File: config.mk
export PLATFORM = sky130hd
export DESIGN_NAME = bpb_ram
export DESIGN_NICKNAME = d
export VERILOG_FILES = /design/src/rtl/core/bpb_ram.sv
export SDC_FILE = /design/constraint.sdc
export NUM_CORES = 2
export LEC_CHECK = 0
export ABC_AREA = 0
export BUFFER_PORTS_ARGS = -buffer_cell sky130_fd_sc_hd__buf_2
export CORE_UTILIZATION = 55
export CTS_CLUSTER_SIZE = 30
export DETAILED_ROUTE_END_ITERATION = 16
export GPL_TIMING_DRIVEN = 0
export PLACE_DENSITY = 0.71
export SLEW_MARGIN = 20
export SYNTH_ARGS = -nofsm -noshare
export SYNTH_HDL_FRONTEND = slang
export SYNTH_SLANG_ARGS = --single-unit
File: constraint.sdc
create_clock -name clk -period 2.3 [get_ports clk]
set_input_delay 0.46 -clock clk [delete_from_list [all_inputs] [get_ports clk]]
set_output_delay 0.46 -clock clk [all_outputs]
set_load 0.05 [all_outputs]
File: src/rtl/core/bpb_ram.sv
// Generic single-port-write, single-port-read RAM with registered read data.
// No dependencies.
module bpb_ram #(
  parameter int WIDTH = 8,
  parameter int DEPTH = 256
) (
  input  logic                                   clk,
  input  logic                                   we,
  input  logic [((DEPTH > 1) ? $clog2(DEPTH) : 1)-1:0] waddr,
  input  logic [WIDTH-1:0]                       wdata,
  input  logic [((DEPTH > 1) ? $clog2(DEPTH) : 1)-1:0] raddr,
  output logic [WIDTH-1:0]                       rdata
);

  logic [WIDTH-1:0] mem [DEPTH];

  always_ff @(posedge clk) begin
    if (we) begin
      mem[waddr] <= wdata;
    end
    rdata <= mem[raddr];
  end

endmodule

==> results.cfg <==
[clock_tree]
ctsRootBufferMaster = clkbuf_16
clockBufferDepth = 3
cts_buffers = 198
ctsHtreeMaxLevel = 4
clkLatencyLatePin_ps = 830
clk_pin_slew_ps = 70
tritoncts = built
clkSinkCount = 2056

[die]
ios = 34
die_x_um = 382
core-area_um2 = 143000
initial_utilization = 0.554
core.rowCount = 139
fp.dieH_um = 382
design.die.area_um2 = 146000

[placement]
gp_congestion = 0.989
place.detailed.hpwl_um = 153000
port_buffers = 26

[global_routing]
grt_max_degree = 135
antenna_found_initial = 16
first_global_vias = 41270
grt_usage = 0.319
busiest_layer = met2
grt_util_met3 = 0.111
grt_overflow_total = 0
grt_use_met1 = 0.427
grt_first_pass_wirelength_um = 318000
grt_use_met2 = 0.468

[power_and_ir_drop]
p_leak_nw = 28.3
p_per_area_nw_per_um2 = 851
peakVddDrop_mv = 0.911
fin_total_pwr_mw = 78.3

[synthesis]
syn_nets = 3759
synth.distinct_cells = 55
synth.top_cells.by_count = edfxtp_1, mux4_2, nor2_1
ys_seq_elements = 2056
synth_edf_count = 2048
synthTopCellsByArea = edfxtp_1, mux4_2, mux2i_1
synth_seq_area_share = 0.775
ys.flop_type = edfxtp_1
synth.most_common_cell = edfxtp_1
yosysTopAreaCellShare = 0.773
yosys.area.top_type = edfxtp_1
synth_warnings = 0
syn_avg_cell_area_um2 = 21.3
netlist_area_um2 = 79600
syn_inst = 3733
synthArstFlopShare = 0

[setup_path]
rrSetupSlack_ps = -220
worst_setup_path_end_kind = flip-flop
reg2regPathDepth = 6
cpPeakStageDelay_ps = 510
critical_path_class = flip-flop to flip-flop
critical_path.top_delay_family = compound AO/OA/AOI/OAI gates
r2r-start = mem[83][6]$_DFFE_PP_
cp-start-kind = flip-flop
crit_path_start = mem[83][6]$_DFFE_PP_
cp_max_fo = 1
cp_cell_sequence = mux4_2 -> a22o_1 -> a221oi_4 -> o32ai_2 -> nor3_4 -> nor4_4
slowest_stage = mux4_2
worst-path-buf-inv = 0
cp-endpoint = rdata[6]$_DFF_P_
r2r-end = rdata[6]$_DFF_P_
critical_path_depth = 6
crit_required_ps = 2980
cp.arrival_ps = 3200

[sta]
hold_ws_ps = 48.8
final-setup-viol-count = 57
relSlewSlack = 0.240
worst_pin_slew_ps = 1140
layout_setup_ws_ps = -219
period_minus_slack_ps = 2520
min_period_over_period = 1.10
skew_ps = 33.4
slew_violations = 0
hold_violations = 0
max_freq_mhz = 397
rsz0062_at_grt = yes

[routing]
vias = 42162
dr.pass1.iters = 6
via_per_inst = 6.95
wl_per_cell_um = 38.1
drt_wl_total_um = 231000
post-route-drc-count = 0
ant_nets = 0
drt_iter0_markers = 7304

[flow_run]
cap_violations = 0

[hold_path]
hp-class = primary input to flip-flop
hold_start = wdata[6]

[finish]
final_nets = 4021
syn2layout_area_growth_pct = 15.7
fill_cells = 9309
fin_util = 0.642
drive_above_1_share = 0.321

[outcome]
violations = setup timing
status = finished, violations left
through the flow:
| stage | setup slack (ps) | cell area (um^2) | std cells | setup TNS (ps) |
|---|---|---|---|---|
| global route | -174 | 92100 | 6061 | -2710 |
| floorplan | -12.1 | 79700 | 3733 | -32.4 |
| finish | -219 | 92100 | 6069 | -2950 |
| detailed placement | -2850 | 83000 | 5688 | -1629380 |
| global placement | -3260 | 82200 | 5662 | -6500240 |
| CTS | -261 | 91000 | 6059 | -33730 |
state kept, by name, indices dropped and copies added, names as in the netlist:
| register | count |
|---|---|
| rdata | 8 |
| mem | 2048 |
logic make-up after synthesis:
kind of cell / count (synthesis) / synth area share
buffers and inverters: 235 / 0.0183
flip-flops: 2056 / 0.775
AND/OR/NAND/NOR: 466 / 0.0263
AO/OA/AOI/OAI: 385 / 0.0342
multiplexers: 591 / 0.146
timing repair:
action / CTS / global route
resized for setup: 433 / 312
endpoints found under the setup margin: 993 / 1282
setup buffers: 7 / 4
hold buffers: 3 / 0
pin swaps: 18 / 35
endpoints found under the hold margin: 58 / 0
cell usage in the layout, fill, tap and decap left out, types with 27 or more instances in the layout:
cell / Yosys / layout
nor2_1: 282 / 92
a21oi_1: 96 / 69
clkbuf_16: 0 / 202
nand3_1: 34 / 31
clkbuf_2: 0 / 38
nor2_4: 0 / 72
mux2i_1: 134 / 133
nor2b_1: 31 / 28
a22oi_1: 133 / 127
mux4_2: 454 / 455
o221ai_1: 46 / 31
buf_2: 31 / 34
buf_4: 27 / 47
clkinv_2: 0 / 43
nor2_2: 0 / 118
buf_16: 0 / 29
buf_8: 13 / 32
buf_6: 21 / 29
o22ai_1: 28 / 27
edfxtp_1: 2048 / 2048
clkinv_1: 1 / 47
buf_12: 8 / 31
nand2_1: 33 / 30
clkbuf_1: 111 / 60
per-layer routing:
metal	vias to the layer above	share of wire
li1	16293	-
met1	21839	0.34
met2	3413	0.45
met3	611	0.15
met4	6	0.054
met5	-	0.00039
layout make-up:
class | instances | area, um^2 | share of cell area
antenna | 8 | 20.0 | 0.000217
buffer | 229 | 2250 | 0.0244
clock buffer | 243 | 5260 | 0.0571
clock inverter | 120 | 1030 | 0.0112
inverter | 2 | 8.76 | 0.0000951
multi-input combinational | 1442 | 18400 | 0.200
sequential | 2056 | 61700 | 0.670
tap | 1903 | 2380 | 0.0259
timing repair buffer | 66 | 1020 | 0.0111
power by group:
part	switching [mW]	internal [mW]
clock	13.9	18.0
combinational	3.38	1.66
sequential	0.0262	41.3
how the worst min path moves through the flow:
stage | end | slack, ps | depth (start not counted)
detailed placement | mem[70][2]$_DFFE_PP_ | 850 | 1
floorplan | mem[0][0]$_DFFE_PP_ | 560 | 0
CTS | mem[160][6]$_DFFE_PP_ | 50 | 1
global placement | rdata[6] | 930 | 1
global route | mem[160][6]$_DFFE_PP_ | 80 | 1
finish | mem[160][6]$_DFFE_PP_ | 50 | 1
Note: power is estimated with default switching activity, not from simulation.
